`src/rtl/assert_macros.svh`:
```
// Assertion helpers, sampled on clk and quiet while rst_n is low.
`ifndef ASSERT_MACROS_SVH
`define ASSERT_MACROS_SVH

// Holds in the same cycle.
`define SPMA_ASSERT_NOW(lbl, ante, cons, msg) \
    lbl: assert property (@(posedge clk) disable iff (!rst_n) (ante) |-> (cons)) \
        else $error(msg);

// Holds in the following cycle.
`define SPMA_ASSERT_NEXT(lbl, ante, cons, msg) \
    lbl: assert property (@(posedge clk) disable iff (!rst_n) (ante) |=> (cons)) \
        else $error(msg);

`endif

```
`src/rtl/spma_pkg.sv`:
```
package spma_pkg;

    localparam int SAMPLE_W   = 10;
    localparam int PCT_W      = 7;
    localparam int FIX_W      = 15;
    localparam int DVD_W      = SAMPLE_W + FIX_W;
    localparam int CFG_IDX_W  = 8;
    localparam int CFG_DATA_W = 10;
    localparam int IN_TDATA_W = 16;
    localparam int OUT_TDATA_W = 24;

    localparam int WINDOW_LENGTH_DEF = 10;

    localparam logic [FIX_W-1:0] FULL_SCALE = 15'd25600;
    localparam logic [PCT_W-1:0] PCT_MAX    = 7'd100;

    localparam logic [SAMPLE_W-1:0] CLEAN_RST = 10'd900;
    localparam logic [SAMPLE_W-1:0] DIRTY_RST = 10'd40;
    localparam logic [PCT_W-1:0]    DELTA_RST = 7'd10;
    localparam logic [PCT_W-1:0]    ALARM_RST = 7'd20;

    localparam logic [CFG_IDX_W-1:0] REG_CLEAN = 8'd0;
    localparam logic [CFG_IDX_W-1:0] REG_DIRTY = 8'd1;
    localparam logic [CFG_IDX_W-1:0] REG_DELTA = 8'd2;
    localparam logic [CFG_IDX_W-1:0] REG_ALARM = 8'd3;

    // quotient bits of the percent division
    localparam logic [3:0] PCT_STEPS  = 4'd15;

    typedef struct packed {
        logic       hundreds;
        logic [3:0] tens;
        logic [3:0] units;
    } digits_t;

    // v is at most 100
    function automatic digits_t to_digits(input logic [PCT_W-1:0] v);
        digits_t    d;
        logic [PCT_W-1:0] r;
        logic [3:0] t;
        logic [PCT_W-1:0] tr;
        d.hundreds = (v >= PCT_MAX);
        r = d.hundreds ? (v - PCT_MAX) : v;
        t = 4'd0;
        for (int k = 1; k <= 9; k++) begin
            if (r >= PCT_W'(10 * k)) begin
                t = 4'(k);
            end
        end
        tr = r - PCT_W'({3'd0, t} * 7'd10);
        d.tens  = t;
        d.units = tr[3:0];
        return d;
    endfunction

endpackage

```
`src/rtl/sensor_percent_moving_average.sv`:
```
// Channel | Dir | Handshake         | Payload (low bit first)
// s       | in  | s_tvalid/s_tready | s_tdata: adc_sample[9:0], zero pad
// m       | out | m_tvalid/m_tready | m_tdata: level, hundreds, tens, units, save, alarm
// cfg     | in  | cfg_valid/cfg_ready | cfg_index register, cfg_data value
//
// A request whose sample lies between the levels passes through setup, the radix-2
// percent divider (load plus 15 steps), then ring update, reciprocal-multiply mean
// and output, in that order.
// Samples outside the span skip the divider.
// Reset clears the ring through per-entry valid bits; no clearing pass.
// A finished result waits in the output register; the next request is taken meanwhile
// and its result holds in S_DONE until the register frees.
module sensor_percent_moving_average
    import spma_pkg::*;
#(
    parameter int WINDOW_LENGTH = WINDOW_LENGTH_DEF
) (
    input  logic                   clk,
    input  logic                   rst_n,
    input  logic                   s_tvalid,
    output logic                   s_tready,
    input  logic [IN_TDATA_W-1:0]  s_tdata,   // [9:0] adc_sample
    output logic                   m_tvalid,
    input  logic                   m_tready,
    // [6:0] level_percent, [7] digit_hundreds, [11:8] digit_tens,
    // [15:12] digit_units, [16] save_request, [17] replace_alarm
    output logic [OUT_TDATA_W-1:0] m_tdata,
    input  logic                   cfg_valid,
    output logic                   cfg_ready,
    input  logic [CFG_IDX_W-1:0]   cfg_index,
    input  logic [CFG_DATA_W-1:0]  cfg_data
);

    localparam int AW        = (WINDOW_LENGTH > 1) ? $clog2(WINDOW_LENGTH) : 1;
    localparam int TOTAL_MAX = WINDOW_LENGTH * 25600;
    localparam int TOTAL_W   = $clog2(TOTAL_MAX + 1);
    localparam logic [TOTAL_W-1:0] TOTAL_LIM = TOTAL_W'(TOTAL_MAX);

    // mean = (total >> 8) / WINDOW_LENGTH, exact while (total >> 8) <= 100 * WINDOW_LENGTH
    localparam int AVG_W      = TOTAL_W - 8;
    localparam int MEAN_SHIFT = 19;
    localparam int MEAN_RECIP = ((1 << MEAN_SHIFT) + WINDOW_LENGTH - 1) / WINDOW_LENGTH;
    localparam int MPROD_W    = AVG_W + MEAN_SHIFT + 1;

    typedef enum logic [2:0] {
        S_IDLE,
        S_MUL,
        S_DIV,
        S_UPD,
        S_MEAN,
        S_DONE
    } state_t;

    state_t                state_reg;
    logic [SAMPLE_W-1:0]   sample_reg;
    logic [FIX_W-1:0]      old_reg;
    logic [FIX_W-1:0]      pct_reg;
    logic [TOTAL_W-1:0]    total_reg;
    logic [AW-1:0]         wpos_reg;
    logic [WINDOW_LENGTH-1:0] valid_reg;
    logic [PCT_W-1:0]      saved_reg;
    logic [DVD_W-1:0]      prod_reg;
    logic [SAMPLE_W-1:0]   div_rem_reg;
    logic [FIX_W-1:0]      div_dvd_reg;
    logic [SAMPLE_W-1:0]   div_sor_reg;
    logic [3:0]            div_cnt_reg;
    logic [PCT_W-1:0]      mean_reg;

    logic [SAMPLE_W-1:0]   clean_reg;
    logic [SAMPLE_W-1:0]   dirty_reg;
    logic [PCT_W-1:0]      delta_reg;
    logic [PCT_W-1:0]      alarm_reg;

    logic                  m_valid_reg;
    logic [PCT_W-1:0]      level_reg;
    digits_t               digits_reg;
    logic                  save_reg;
    logic                  alarm_out_reg;

    logic [FIX_W-1:0]      mem [WINDOW_LENGTH];
    logic [FIX_W-1:0]      rd_data_reg;

    // divider step
    logic [SAMPLE_W:0]     trial;
    logic                  trial_ge;
    logic [SAMPLE_W-1:0]   rem_next;
    logic [FIX_W-1:0]      dvd_next;

    logic [TOTAL_W-1:0]    total_next;
    logic [AVG_W-1:0]      avg_base;
    logic [MPROD_W-1:0]    mean_prod;
    logic [PCT_W-1:0]      mean_calc;
    logic [PCT_W-1:0]      mean_diff;
    logic                  save_now;
    logic                  accept;
    logic                  out_free;

    logic [7:0]            out_digit_sum;
    logic                  digits_ok;
    logic                  div_stepping;

    assign s_tready  = (state_reg == S_IDLE);
    assign cfg_ready = 1'b1;
    assign accept    = s_tvalid && s_tready;
    assign out_free  = !m_valid_reg || m_tready;

    assign m_tvalid = m_valid_reg;
    assign m_tdata  = {6'd0, alarm_out_reg, save_reg, digits_reg.units, digits_reg.tens,
                       digits_reg.hundreds, level_reg};

    assign trial    = {div_rem_reg, div_dvd_reg[FIX_W-1]};
    assign trial_ge = (trial >= {1'b0, div_sor_reg});
    assign rem_next = trial_ge ? SAMPLE_W'(trial - {1'b0, div_sor_reg}) : trial[SAMPLE_W-1:0];
    assign dvd_next = {div_dvd_reg[FIX_W-2:0], trial_ge};

    assign total_next = total_reg - TOTAL_W'(old_reg) + TOTAL_W'(pct_reg);
    assign avg_base   = total_reg[TOTAL_W-1:8];
    assign mean_prod  = MPROD_W'(avg_base) * MPROD_W'(MEAN_RECIP);
    assign mean_calc  = mean_prod[MEAN_SHIFT +: PCT_W];
    assign mean_diff  = (mean_reg > saved_reg) ? (mean_reg - saved_reg) : (saved_reg - mean_reg);
    assign save_now   = (mean_diff > delta_reg);

    assign out_digit_sum = {7'd0, m_tdata[7]} * 8'd100 + {4'd0, m_tdata[11:8]} * 8'd10
                           + {4'd0, m_tdata[15:12]};
    assign digits_ok     = ({1'b0, m_tdata[6:0]} == out_digit_sum);
    assign div_stepping  = (state_reg == S_DIV) && (div_cnt_reg != PCT_STEPS - 4'd1);

    always_ff @(posedge clk) begin
        if (state_reg == S_UPD) begin
            mem[wpos_reg] <= pct_reg;
        end
        rd_data_reg <= mem[wpos_reg];
    end

    always_ff @(posedge clk or negedge rst_n) begin
        if (!rst_n) begin
            state_reg     <= S_IDLE;
            sample_reg    <= '0;
            old_reg       <= '0;
            pct_reg       <= '0;
            total_reg     <= '0;
            wpos_reg      <= '0;
            valid_reg     <= '0;
            saved_reg     <= '0;
            prod_reg      <= '0;
            div_rem_reg   <= '0;
            div_dvd_reg   <= '0;
            div_sor_reg   <= '0;
            div_cnt_reg   <= '0;
            mean_reg      <= '0;
            clean_reg     <= CLEAN_RST;
            dirty_reg     <= DIRTY_RST;
            delta_reg     <= DELTA_RST;
            alarm_reg     <= ALARM_RST;
            m_valid_reg   <= 1'b0;
            level_reg     <= '0;
            digits_reg    <= '0;
            save_reg      <= 1'b0;
            alarm_out_reg <= 1'b0;
        end else begin
            if (cfg_valid && cfg_ready) begin
                case (cfg_index)
                    REG_CLEAN: clean_reg <= cfg_data;
                    REG_DIRTY: dirty_reg <= cfg_data;
                    REG_DELTA: delta_reg <= cfg_data[PCT_W-1:0];
                    REG_ALARM: alarm_reg <= cfg_data[PCT_W-1:0];
                    default: ;
                endcase
            end

            if (state_reg == S_DONE && out_free) begin
                m_valid_reg <= 1'b1;
            end else if (m_tready) begin
                m_valid_reg <= 1'b0;
            end

            case (state_reg)
                S_IDLE:
                begin
                    if (accept) begin
                        sample_reg <= s_tdata[SAMPLE_W-1:0];
                        state_reg  <= S_MUL;
                    end
                end
                S_MUL:
                begin
                    old_reg <= valid_reg[wpos_reg] ? rd_data_reg : '0;
                    prod_reg <= DVD_W'(sample_reg - dirty_reg) * DVD_W'(FULL_SCALE);
                    div_sor_reg <= clean_reg - dirty_reg;
                    if (sample_reg >= clean_reg) begin
                        pct_reg   <= FULL_SCALE;
                        state_reg <= S_UPD;
                    end else if (sample_reg <= dirty_reg) begin
                        pct_reg   <= '0;
                        state_reg <= S_UPD;
                    end else begin
                        state_reg <= S_DIV;
                        div_cnt_reg <= PCT_STEPS - 4'd1;
                    end
                end
                S_DIV:
                begin
                    // first step loads the dividend
                    if (div_cnt_reg == PCT_STEPS - 4'd1 && prod_reg != '0) begin
                        div_rem_reg <= prod_reg[DVD_W-1:FIX_W];
                        div_dvd_reg <= prod_reg[FIX_W-1:0];
                        prod_reg    <= '0;
                    end else begin
                        div_rem_reg <= rem_next;
                        div_dvd_reg <= dvd_next;
                        if (div_cnt_reg == 4'd0) begin
                            pct_reg   <= dvd_next;
                            state_reg <= S_UPD;
                        end else begin
                            div_cnt_reg <= div_cnt_reg - 4'd1;
                        end
                    end
                end
                S_UPD:
                begin
                    total_reg <= total_next;
                    valid_reg[wpos_reg] <= 1'b1;
                    if (wpos_reg == AW'(WINDOW_LENGTH - 1)) begin
                        wpos_reg <= '0;
                    end else begin
                        wpos_reg <= wpos_reg + AW'(1);
                    end
                    state_reg <= S_MEAN;
                end
                S_MEAN:
                begin
                    mean_reg  <= mean_calc;
                    state_reg <= S_DONE;
                end
                S_DONE:
                begin
                    if (out_free) begin
                        level_reg     <= mean_reg;
                        digits_reg    <= to_digits(mean_reg);
                        save_reg      <= save_now;
                        alarm_out_reg <= (mean_reg < alarm_reg);
                        if (save_now) begin
                            saved_reg <= mean_reg;
                        end
                        state_reg <= S_IDLE;
                    end
                end
                default:
                begin
                    state_reg <= S_IDLE;
                end
            endcase
        end
    end

`include "assert_macros.svh"

    `SPMA_ASSERT_NOW(a_level_range, m_tvalid, m_tdata[6:0] <= PCT_MAX, "level above 100")
    `SPMA_ASSERT_NOW(a_digits_match, m_tvalid, digits_ok, "digits disagree with level")
    `SPMA_ASSERT_NOW(a_div_rem, div_stepping, div_rem_reg < div_sor_reg, "remainder too big")
    `SPMA_ASSERT_NEXT(a_total_bound, state_reg == S_UPD, total_reg <= TOTAL_LIM, "total too large")

endmodule
```
`config.mk`:
```
export PLATFORM = sky130hd
export DESIGN_NAME = sensor_percent_moving_average
export DESIGN_NICKNAME = d
export VERILOG_FILES = /design/src/rtl/spma_pkg.sv /design/src/rtl/sensor_percent_moving_average.sv
export VERILOG_INCLUDE_DIRS = /design/src /design/src/rtl
export SDC_FILE = /design/constraint.sdc
export NUM_CORES = 1
export LEC_CHECK = 0
export ABC_AREA = 1
export BUFFER_PORTS_ARGS = -buffer_cell sky130_fd_sc_hd__buf_2
export CAP_MARGIN = 0
export CORE_MARGIN = 2
export CORE_UTILIZATION = 50
export CTS_CLUSTER_SIZE = 20
export DETAILED_ROUTE_END_ITERATION = 8
export PLACE_DENSITY = 0.64
export SLEW_MARGIN = 10
export SYNTH_ARGS = -nofsm -noshare
export SYNTH_HDL_FRONTEND = slang
export SYNTH_SLANG_ARGS = --single-unit
```
`constraint.sdc`:
```
create_clock -name clk -period 5.9 [get_ports clk]
set_clock_uncertainty 0.1 [all_clocks]
set_input_delay 0 -clock clk [delete_from_list [all_inputs] [get_ports clk]]
set_output_delay 0 -clock clk [all_outputs]
set_load 0.05 [all_outputs]
```
# Word-level counts from Yosys, hierarchy flattened
# Memories as Yosys holds them, arrays and structs flattened. A register that Yosys moved wholly into a read port is not among the register bits.
# Index checks and enable logic that the tools add are counted.
# classes
addsub	11
n_lt_le_gt_ge	18
n_shift	0
n_eq_ne	19
n_mux	45
n_bitwise	1
mul	3
n_reduce_logical	23
n_div	0
# ops
cell	count
two-way mux 15 bit	6
two-way mux 4 bit	15
case mux 25 bit (2 select lines)	1
case mux 15 bit (2 select lines)	1
>= comparator 7 bit (second input constant)	4
multiplier 10 x 16 -> 26 bit (second input constant)	1
multiplier 25 x 5 -> 15 bit (second input constant)	1
two-way mux 25 bit	1
nonzero test 25 bit	1
>= comparator 7 x 6 -> 1 bit (second input constant)	3
two-way mux 10 bit	2
subtractor 10 bit	2
adder 18 x 15 -> 18 bit	1
case mux 3 bit (6 select lines)	1
subtractor 18 x 15 -> 18 bit	1
== test 8 x 2 -> 1 bit (second input constant)	2
>= comparator 7 x 5 -> 1 bit (second input constant)	2
> comparator 7 bit	2
two-way mux 7 bit	2
AND reduction 2 bit	7
subtractor 7 bit	2
two-way mux 3 bit	4
>= comparator 11 x 10 -> 1 bit	1
subtractor 10 x 10 -> 11 bit	1
34 further kinds	56
# totals
out_inout_bits	27
mem_count	1
latch_bits	0
mem_bits_rw	150
regBits	206
input_bits	39
romBits	0
word_cells	146
# mem_list
name	depth	width	rd	rd_clocked_by_memory_dff	write_ports	line	source
mem	10	15	1	1	1	sensor_percent_moving_average.sv:80	logic [FIX_W-1:0] mem [WINDOW_LENGTH];

# Depth between registers and ports, before layout
# Gate-level depths: netlist of the first run.
# logic_depth
ltp_word	16
ltp_mapped	28
mapped_depth_nobuf	28

# Worst setup path after synthesis of the first run
# OpenSTA, ideal clock, no wires.
# synth_path
path_type	register -> register
startpoint	reg total_reg[16]
endpoint	reg mean_reg[3]
arrival_ns	4.333
path_stages_with_launch	19
setup_slack_ns	1.336
synth_period_minus_slack_ns	4.564
cell_sequence	dfrtp_1 -> inv_1 -> ha_1 -> fa_1 -> fa_1 -> inv_1 -> fa_1 -> inv_1 -> fa_1 -> inv_1 -> ha_1 -> a21oi_1 -> o21ai_0 -> o21ai_0 -> o211ai_1 -> a21o_1 -> or2_2 -> nand3_1 -> o21ai_0
# synth_between
elab_chain_cells	1
# synth_rtl
item	line	source
from (decl)	sensor_percent_moving_average.sv:58	logic [TOTAL_W-1:0] total_reg;
from (signal assigned)	sensor_percent_moving_average.sv:221	total_reg <= total_next;
multiplier 10 x 16 -> 26 bit	sensor_percent_moving_average.sv:118	assign mean_prod = MPROD_W'(avg_base) * MPROD_W'(MEAN_RECIP);
to (signal assigned)	sensor_percent_moving_average.sv:232	mean_reg <= mean_calc;
to (decl)	sensor_percent_moving_average.sv:67	logic [PCT_W-1:0] mean_reg;
# Every way passes these cells.
# A chain may end at the register's enable or synchronous reset.

# Final worst setup path of the first run
# layout_path
startpoint	reg total_reg[16]
endpoint	reg mean_reg[5]
# Same word-level chain as after synthesis.

==> flow_metrics.py, run 1 <==
metrics = {
    "run_status": {
        "status": "finished clean",
    },
    "synth": {
        "synth_ff_type": "dfrtp_1",
        "synthCells": 2195,
        "synth.most_common_cell": "inv_1",
        "syn-cell-area_um2": 20900,
        "synth_top_area_share_pct": 22.1,
        "synthTopCellsByCount": "inv_1 (363), nand2_1 (320), ha_1 (186)",
        "synth_seq_cells": 360,
        "ys_seq_area_share_pct": 46.4,
        "synth_edf_count": 150,
        "ys_warn_count": 0,
        "synth_top_cell_by_area": "dfrtp_1",
        "syn_area_per_cell_um2": 9.53,
        "ys_top_cells_by_area": "dfrtp_1 (22%), edfxtp_1 (22%), ha_1 (11%)",
        "ys_types": 60,
        "synthArstFlopShare_pct": 54.2,
    },
    "clock_tree": {
        "clk_pin_slew_ns": 0.06,
        "cts_root_buf": "clkbuf_16",
        "cts.sinks": 360,
        "tritoncts": "built",
        "clockBufferDepth": 3,
        "cts_made_buffers": 40,
        "post_cts_buffers": 0,
        "cts_htree_levels": 2,
        "insertion_delay_ns": 0.56,
    },
    "floorplanning": {
        "num_io_pins": 66,
        "initial_core_util_pct": 51.0,
        "fp.dieW_um": 209,
        "die_height_um": 209,
        "std_cell_rows": 74,
        "die_area_um2": 43500,
        "core_region_area_um2": 41000,
    },
    "timing": {
        "worst_pin_slew_ns": 1.05,
        "min_period_ns": 4.99,
        "timing.fmax_mhz": 200,
        "hold_viol_final": 0,
        "rsz0062_at_grt": "false",
        "finalCritPeriodShare_pct": 84.6,
        "fin_ws_ns": 0.908,
        "setup_viol": 0,
        "final.setup.tns_ns": 0,
        "whs_ns": 0.0368,
        "slew_headroom_pct": 29.5,
        "drv_slew": 0,
    },
    "place": {
        "place_ws_ns": 0.924,
        "dp_hpwl_um": 33200,
        "gp_congestion": 0.908,
        "io_buffers": 52,
    },
    "hold_path": {
        "holdCritPathClass": "in -> reg",
        "whs_path_depth": 5,
    },
    "setup_path": {
        "timing_worst_setup_path_type": "reg -> reg",
        "path_cells": "inv_1, ha_1, fa_1, fa_1, inv_1, fa_1, inv_1, fa_1, inv_1, ha_1, a21oi_1, o21ai_0, o21ai_0, o211ai_1, nand4_1, nand3_1, or2_2, nand3_1, o21ai_0",
        "crit_family": "adder cells",
        "path_buf_inv": 4,
        "cp_max_fo": 4,
        "r2r_cells": 19,
        "worstPathArrival_ns": 5.30,
        "critPathRequiredTime_ns": 6.21,
        "cp-end-kind": "flip-flop",
        "cp.depth": 19,
        "cpPeakStageDelay_ns": 0.58,
        "cp-start-kind": "flip-flop",
        "cpMaxStageDelayCell": "fa_1",
    },
    "layout": {
        "antennaDiodeCount": 0,
        "fin_nets": 2566,
        "syn_to_final_growth_pct": 11.7,
        "largest_register_ffs": 150,
        "drive_above_1_share_pct": 8.70,
        "utilization_pct": 57.0,
    },
    "route": {
        "wire_per_inst_um": 16.7,
        "drt.antenna.violating_nets": 0,
        "drt-pass1-iter-count": 5,
        "vias": 15300,
        "post-route-drc-count": 0,
        "drt-total-wl_um": 47500,
        "drt_iter0_markers": 1000,
        "via_per_inst": 5.38,
    },
    "grt": {
        "grt_pass1_wl_um": 79300,
        "grt_pass1_vias": 15600,
        "grt_util_all_layers_pct": 22.6,
        "grt_max_degree": 97,
        "grt-ovfl-total": 0,
        "antenna_found_initial": 0,
    },
    "flow_run": {
        "maxCapViolations": 0,
    },
}
metrics by stage:
step,area [µm²],instances
after CTS,23400,2842
after global routing,23400,2842
after detailed placement,21700,2736
final,23400,2842
after floorplan,20900,2200
after global placement,21700,2736
per-layer routing:
metal,track usage (%),vias up,share of wire [%]
met5,0,-,0
met4,6.03,0,2.1
met3,2.93,69,4.3
met2,38.3,322,48
met1,30.9,7379,46
li1,-,7507,-
logic make-up (layout without fill, tap and decap cells):
family                   after synthesis  after routing  share of synthesized area [%]
AND/OR/NAND/NOR                      628            628                           13.1
other                                  2              7                         0.0359
AO/OA/AOI/OAI                        456            456                           12.6
buffers and inverters                443            553                           8.28
multiplexers                          13             13                          0.700
XOR/XNOR                              46             46                           1.93
flip-flops                           360            360                           46.4
adder cells (fa/ha/maj)              247            247                           17.0
placed cells by master, fill, tap and decap left out, types with 12 or more instances in the layout:
cell	count
dfrtp_1	185
or3_1	15
o21ai_0	169
dlygate4sd3_1	34
nor2_1	111
clkbuf_16	41
nand2_1	320
buf_2	51
nand4_1	13
buf_4	17
ha_1	186
a22oi_1	60
nand3_1	91
inv_1	363
a21oi_1	124
fa_1	61
xor2_1	34
o22ai_1	15
edfxtp_1	150
dfxtp_1	15
o21ai_1	29
xnor2_1	12
nor3_1	31
mux2_2	13
area by class of cell:
class	count	area, µm²
fill	3553	17700
sequential	360	9700
multi-input combinational	1397	9540
inverter	377	1420
clock buffer	57	1150
timing repair buffer	104	757
tap	532	666
clock inverter	15	138
timing repair:
| action | CTS | global route |
|---|---|---|
| hold buffers | 34 | 0 |
| endpoints found under the hold margin | 150 | 0 |
| gates resized for setup | 0 | 0 |
final timing paths:
path                                                  to                       from  slack, ns
worst max-delay path             mean_reg[5]$_DFFE_PN0P_  total_reg[16]$_DFFE_PN0P_       0.91
worst min-delay path            alarm_reg[2]$_DFFE_PN1P_               cfg_index[6]       0.04
worst max register to register   mean_reg[5]$_DFFE_PN0P_  total_reg[16]$_DFFE_PN0P_       0.91
worst min register to register    old_reg[5]$_DFFE_PN0P_     rd_data_reg[5]$_DFF_P_       0.35
max in group asynchronous        wpos_reg[1]$_DFFE_PN0P_                      rst_n       4.02
min in group asynchronous       valid_reg[3]$_DFFE_PN0P_                      rst_n       0.47
worst reg2reg max path, delay by kind of cell, from the launching register on:
| kind | cells | cell delay (ns) |
|---|---|---|
| compound gates | 5 | 0.73 |
| fa+ha+maj | 6 | 2.81 |
| buf+inv | 4 | 0.24 |
| flops | 1 | 0.39 |
| simple gates | 4 | 0.58 |
Power of run 1 is not shown: default switching activity piles up to over one toggle a cycle in this logic, so the estimate is an artifact.
==> run 2, diff against run 1 <==
- ABC_AREA: 1 -> 0
- clock period: 5.9 -> 4.8 ns (I/O delays scaled with it)
==> run 2 against run 1 <==
Global-route usage decreased by 1.8 points. Via count decreased by 9.5%. Hold slack improved by 0.018 ns. Maximum frequency increased by 5.6%. Wire length decreased by 6.5%. Register-to-register slack got worse by 0.84 ns. Die area decreased by 0.94%. Core utilization increased by 1.7 points. Non-clock buffer count increased by 52. Synthesized cell count decreased by 16%. Final cell count decreased by 10%. Largest cell class is now multi-input combinational cells.
==> flow_metrics.py, run 2 <==
metrics = {
    "synth": {
        "synth_top_cell_by_area": "dfrtp_1",
        "syn-cell-area_um2": 20700,
        "synth_ff_type": "dfrtp_1",
        "syn_area_per_cell_um2": 11.2,
        "ys_types": 82,
        "ys_top_cells_by_area": "dfrtp_1 (22%), edfxtp_1 (22%), ha_1 (11%)",
        "synth_compound_area_share_pct": 11.4,
        "synth_edf_count": 150,
        "synthTopCellsByCount": "inv_1 (259), ha_1 (186), dfrtp_1 (185)",
        "synth_fa_ha_area_share_pct": 17.1,
        "synthArstFlopShare_pct": 54.2,
        "synth-xor-area-share_pct": 2.49,
        "synth_top_area_share_pct": 22.3,
        "synth_seq_cells": 360,
        "ys_warn_count": 0,
        "ys_seq_area_share_pct": 46.8,
        "synthCells": 1847,
        "synthMuxAreaShare_pct": 6.87,
        "synthSimpleGateAreaFrac_pct": 9.02,
        "synth.most_common_cell": "inv_1",
        "synth_top_family_by_area": "adder cells",
    },
    "grt": {
        "grt_util_all_layers_pct": 20.8,
        "grt_max_degree": 107,
        "antenna_found_initial": 1,
        "grt-ovfl-total": 0,
        "grt_pass1_wl_um": 72900,
        "grt_pass1_vias": 14300,
    },
    "setup_path": {
        "cp_max_fo": 4,
        "timing_worst_setup_path_type": "reg -> reg",
        "worstPathArrival_ns": 5.03,
        "r2r_start": "total_reg[12]$_DFFE_PN0P_",
        "path_cells": "ha_4, inv_2, fa_2, fa_1, inv_1, fa_1, inv_1, fa_1, inv_1, ha_1, and3_4, o21ai_2, a31oi_1, o2111ai_1, a31oi_1, or3_1, a41o_1",
        "crit_family": "adder cells",
        "path_buf_inv": 4,
        "cpPeakStageDelay_ns": 0.51,
        "cpMaxStageDelayCell": "fa_1",
        "cp-end-kind": "flip-flop",
        "critPathRequiredTime_ns": 5.11,
        "critPathLaunch": "total_reg[12]$_DFFE_PN0P_",
        "cp-start-kind": "flip-flop",
    },
    "floorplanning": {
        "initial_core_util_pct": 50.7,
        "die_area_um2": 43100,
        "fp.dieW_um": 208,
        "die_height_um": 208,
        "num_io_pins": 66,
        "std_cell_rows": 74,
        "core_region_area_um2": 40800,
    },
    "layout": {
        "drive_above_1_share_pct": 17.0,
        "multi_input_area_um2": 10000,
        "antennaDiodeCount": 0,
        "fin_nets": 2269,
        "syn_to_final_growth_pct": 15.6,
        "largest_register_ffs": 150,
        "layout_common_cells": "inv_1 (251), dfrtp_1 (181), ha_1 (177)",
        "instances_no_fill": 2547,
        "final_common_cell": "inv_1",
        "fillers": 3306,
        "fin_area_um2": 23900,
        "seqCellArea_um2": 9700,
    },
    "place": {
        "dp_hpwl_um": 31700,
        "placed_area_um2": 21800,
        "place_ws_ns": -0.128,
        "dp_cells": 2419,
        "gp_congestion": 0.875,
        "io_buffers": 52,
    },
    "run_status": {
        "status": "finished clean",
    },
    "clock_tree": {
        "cts_made_buffers": 40,
        "clk_pin_slew_ns": 0.06,
        "cts.sinks": 360,
        "insertion_delay_ns": 0.55,
        "tritoncts": "built",
        "cts_htree_levels": 2,
        "clockBufferDepth": 3,
        "cts_root_buf": "clkbuf_16",
    },
    "timing": {
        "worst_pin_slew_ns": 1.07,
        "min_period_ns": 4.73,
        "fin_ws_ns": 0.0715,
        "rsz0062_at_grt": "true",
        "drv_slew": 0,
        "setup_viol": 0,
        "timing.fmax_mhz": 211,
        "slew_headroom_pct": 28.5,
        "hold_viol_final": 0,
        "finalCritPeriodShare_pct": 98.5,
    },
    "route": {
        "drt.antenna.violating_nets": 0,
        "post-route-drc-count": 0,
        "drt-total-wl_um": 44400,
        "wl_met3_um": 1530,
        "met2_length_um": 22000,
        "route.top_layer_used": "met5",
        "drt-pass1-iter-count": 6,
        "drt_iter0_markers": 759,
        "wire_per_inst_um": 17.4,
        "wl_met1_um": 19600,
        "via_per_inst": 5.43,
        "vias": 13800,
    },
    "hold_path": {
        "hold_start": "cfg_index[5]",
        "holdCritPathClass": "in -> reg",
    },
    "flow_run": {
        "maxCapViolations": 0,
    },
}
==> run 2: metal layers <==
layer,track usage [%],vias to the layer above
met3,2.48,83
met4,6.92,2
met1,27.0,6793
li1,-,6712
met5,0,-
met2,36.3,240
==> run 2: final cells by class <==
class,instances,area share [%]
Sequential cell,360,40.5
Clock inverter,19,0.988
Timing Repair Buffer,156,4.99
Clock buffer,55,4.67
Inverter,260,4.08
Tap cell,532,2.78
Multi-Input combinational cell,1165,42.0
==> run 2: stage by stage <==
step	util, %	hold slack (ns)	setup TNS [ns]
global route	58.6	0.0495	-0.306
finish	58.6	0.0545	0
detailed placement	53.3	-0.00148	-0.263
CTS	57.8	0.00397	-0.0231
floorplan	-	-0.396	0
global placement	53.3	0.00359	-0.0168
==> run 2: final timing paths <==
| check | end | slack [ns] | cells after the start |
|---|---|---|---|
| setup / recovery | mean_reg[0]$_DFFE_PN0P_ | 0.07 | 17 |
| hold / removal | alarm_reg[4]$_DFFE_PN1P_ | 0.05 | 4 |
| setup reg to reg | mean_reg[0]$_DFFE_PN0P_ | 0.07 | 17 |
| hold reg to reg | old_reg[12]$_DFFE_PN0P_ | 0.33 | 1 |
| max in group asynchronous | old_reg[4]$_DFFE_PN0P_ | 2.96 | 4 |
| min in group asynchronous | old_reg[2]$_DFFE_PN0P_ | 0.48 | 3 |
==> run 2: cell families (layout without fill, tap and decap cells) <==
kind of cell / count (synthesis) / after routing
multiplexers: 97 / 97
adder cells (fa/ha/maj): 247 / 247
buffers and inverters: 327 / 490
AO/OA/AOI/OAI: 372 / 372
AND/OR/NAND/NOR: 383 / 383
other: 2 / 7
XOR/XNOR: 59 / 59
flip-flops: 360 / 360
==> run 2: timing repair <==
| action | in CTS | in global routing |
|---|---|---|
| hold buffers | 45 | 0 |
| pin swaps | 3 | 38 |
| resized for setup | 4 | 58 |
| buffers inserted | 0 | 9 |
| endpoints found under the setup margin | 5 | 11 |
| endpoints found under the hold margin | 136 | 0 |
==> run 2: worst min-delay path, delay by kind of cell <==
family | cells | cell delay, ns
buffers and inverters | 1 | 0.09
muxes | 1 | 0.22
and+or+nand+nor | 2 | 0.35
Power of run 2 is left out for the same reason.
==> run 3, diff against run 2 <==
--- a/config.mk
+++ b/config.mk
@@ -9,3 +9,3 @@
 export ABC_AREA = 0
-export BUFFER_PORTS_ARGS = -buffer_cell sky130_fd_sc_hd__buf_2
+export BUFFER_PORTS_ARGS = -buffer_cell sky130_fd_sc_hd__buf_4
 export CAP_MARGIN = 0
--- a/constraint.sdc
+++ b/constraint.sdc
@@ -4,2 +4,2 @@
 set_output_delay 0 -clock clk [all_outputs]
-set_load 0.05 [all_outputs]
+set_load 0.005 [all_outputs]
==> run 3 against run 2 <==
Critical path depth is the same. Register-to-register slack gained 0.03 ns. Global-route usage grew 0.34 points. Hold slack lost 0.0036 ns. Core utilization grew 0.60 points. Setup slack gained 0.028 ns. Die area is the same.
==> flow_metrics.py, run 3 (synthesized netlist as in run 2, its figures left out) <==
metrics = {
    "run_status": {
        "status": "finished clean",
    },
    "clock_tree": {
        "tritoncts": "built",
        "cts.sinks": 360,
        "cts_htree_levels": 2,
        "clockBufferDepth": 3,
        "insertion_delay_ns": 0.56,
        "cts_root_buf": "clkbuf_16",
        "clk_pin_slew_ns": 0.06,
        "cts_made_buffers": 41,
    },
    "floorplanning": {
        "num_io_pins": 66,
        "initial_core_util_pct": 50.7,
        "fp.dieW_um": 208,
        "die_height_um": 208,
        "core_region_area_um2": 40800,
        "die_area_um2": 43100,
        "std_cell_rows": 74,
    },
    "hold_path": {
        "holdCritPathClass": "in -> reg",
    },
    "layout": {
        "fin_nets": 2279,
        "largest_register_ffs": 150,
        "drive_above_1_share_pct": 17.4,
        "layout_common_cells": "inv_1 (249), dfrtp_1 (183), ha_1 (169)",
        "fillers": 3306,
        "multi_input_area_um2": 10100,
        "syn_to_final_growth_pct": 16.8,
        "seqCellArea_um2": 9700,
        "final_common_cell": "inv_1",
        "antennaDiodeCount": 0,
    },
    "setup_path": {
        "path_cells": "ha_4, inv_2, fa_2, fa_1, fa_1, inv_2, fa_1, ha_4, a21oi_2, o211ai_1, a32oi_1, nand2_1, buf_6, a21o_1, a211o_1, nand2_1, o21ai_1",
        "timing_worst_setup_path_type": "reg -> reg",
        "path_common_cell": "fa_1",
        "ff2ff_setup_slack_ns": 0.1,
        "cpPeakStageDelay_ns": 0.61,
        "critPathRequiredTime_ns": 5.13,
        "cp-start-kind": "flip-flop",
        "worstPathArrival_ns": 5.03,
        "cp-end-kind": "flip-flop",
        "crit_family": "adder cells",
        "path_buf_inv": 3,
        "cp_max_fo": 4,
        "cpMaxStageDelayCell": "fa_2",
    },
    "grt": {
        "grt_util_all_layers_pct": 21.2,
        "grt_pass1_vias": 14200,
        "grt-ovfl-total": 0,
        "antenna_found_initial": 0,
        "grt_max_degree": 116,
        "grt_pass1_wl_um": 73500,
    },
    "timing": {
        "final.setup.tns_ns": 0,
        "min_period_ns": 4.70,
        "fin_ws_ns": 0.0993,
        "setup_viol": 0,
        "drv_slew": 0,
        "timing.fmax_mhz": 213,
        "worst_pin_slew_ns": 1.16,
        "finalCritPeriodShare_pct": 97.9,
        "slew_headroom_pct": 22.9,
        "rsz0062_at_grt": "true",
        "hold_viol_final": 0,
    },
    "route": {
        "post-route-drc-count": 0,
        "via_per_inst": 5.38,
        "drt-pass1-iter-count": 5,
        "vias": 13700,
        "drt.antenna.violating_nets": 0,
        "drt-total-wl_um": 44600,
        "drt_iter0_markers": 659,
        "wire_per_inst_um": 17.4,
    },
    "place": {
        "dp_hpwl_um": 31500,
        "io_buffers": 52,
        "place_ws_ns": -0.0890,
        "gp_congestion": 0.856,
    },
    "flow_run": {
        "maxCapViolations": 0,
    },
}
## run 3: metal layers
layer / routed length [µm] / track usage, % / vias up
li1: - / - / 6733
met4: 1030 / 6.06 / 0
met1: 20200 / 28.5 / 6740
met5: 0 / 0 / -
met3: 1430 / 3.09 / 67
met2: 21900 / 35.7 / 209
## run 3: layout make-up
cell class                      count  share of cell area [%]
Timing Repair Buffer              165                    5.73
Clock inverter                     17                   0.848
Multi-Input combinational cell   1165                    41.7
Clock buffer                       58                    4.80
Inverter                          260                    4.04
Sequential cell                   360                    40.1
Tap cell                          532                    2.75
## run 3: per-stage QoR
step	hold WS, ns	instances	cell area [µm²]	utilization (%)
floorplan	-0.396	1852	20700	-
global placement	-0.0234	2425	21900	53.8
detailed placement	-0.0147	2425	21900	53.8
CTS	0.0319	2548	23800	58.3
global route	0.0774	2557	24200	59.2
finish	0.0509	2557	24200	59.2
## run 3: path summary, 6_finish.rpt
check                                           from                         to  depth (start not counted)
max in group asynchronous                      rst_n    wpos_reg[0]$_DFFE_PN0P_                          4
max                        total_reg[12]$_DFFE_PN0P_    mean_reg[3]$_DFFE_PN0P_                         17
min in group asynchronous                      rst_n  total_reg[11]$_DFFE_PN0P_                          3
max reg2reg                total_reg[12]$_DFFE_PN0P_    mean_reg[3]$_DFFE_PN0P_                         17
min reg2reg                   rd_data_reg[0]$_DFF_P_     old_reg[0]$_DFFE_PN0P_                          1
min                                     cfg_index[5]   delta_reg[2]$_DFFE_PN0P_                          4
## run 3: tightest hold or removal path, cell delays in order
cell and delay (ns):
buf_4 0.09, nor4_2 0.05, nand3b_1 0.31, mux2_2 0.22
## run 3: timing repair
item | in CTS | in global routing
hold endpoints to repair | 127 | 0
buffers inserted | 1 | 10
gates resized for setup | 3 | 62
pin swaps | 1 | 48
setup endpoints to repair | 4 | 11
hold buffers | 47 | 0
Power of run 3 is left out for the same reason.
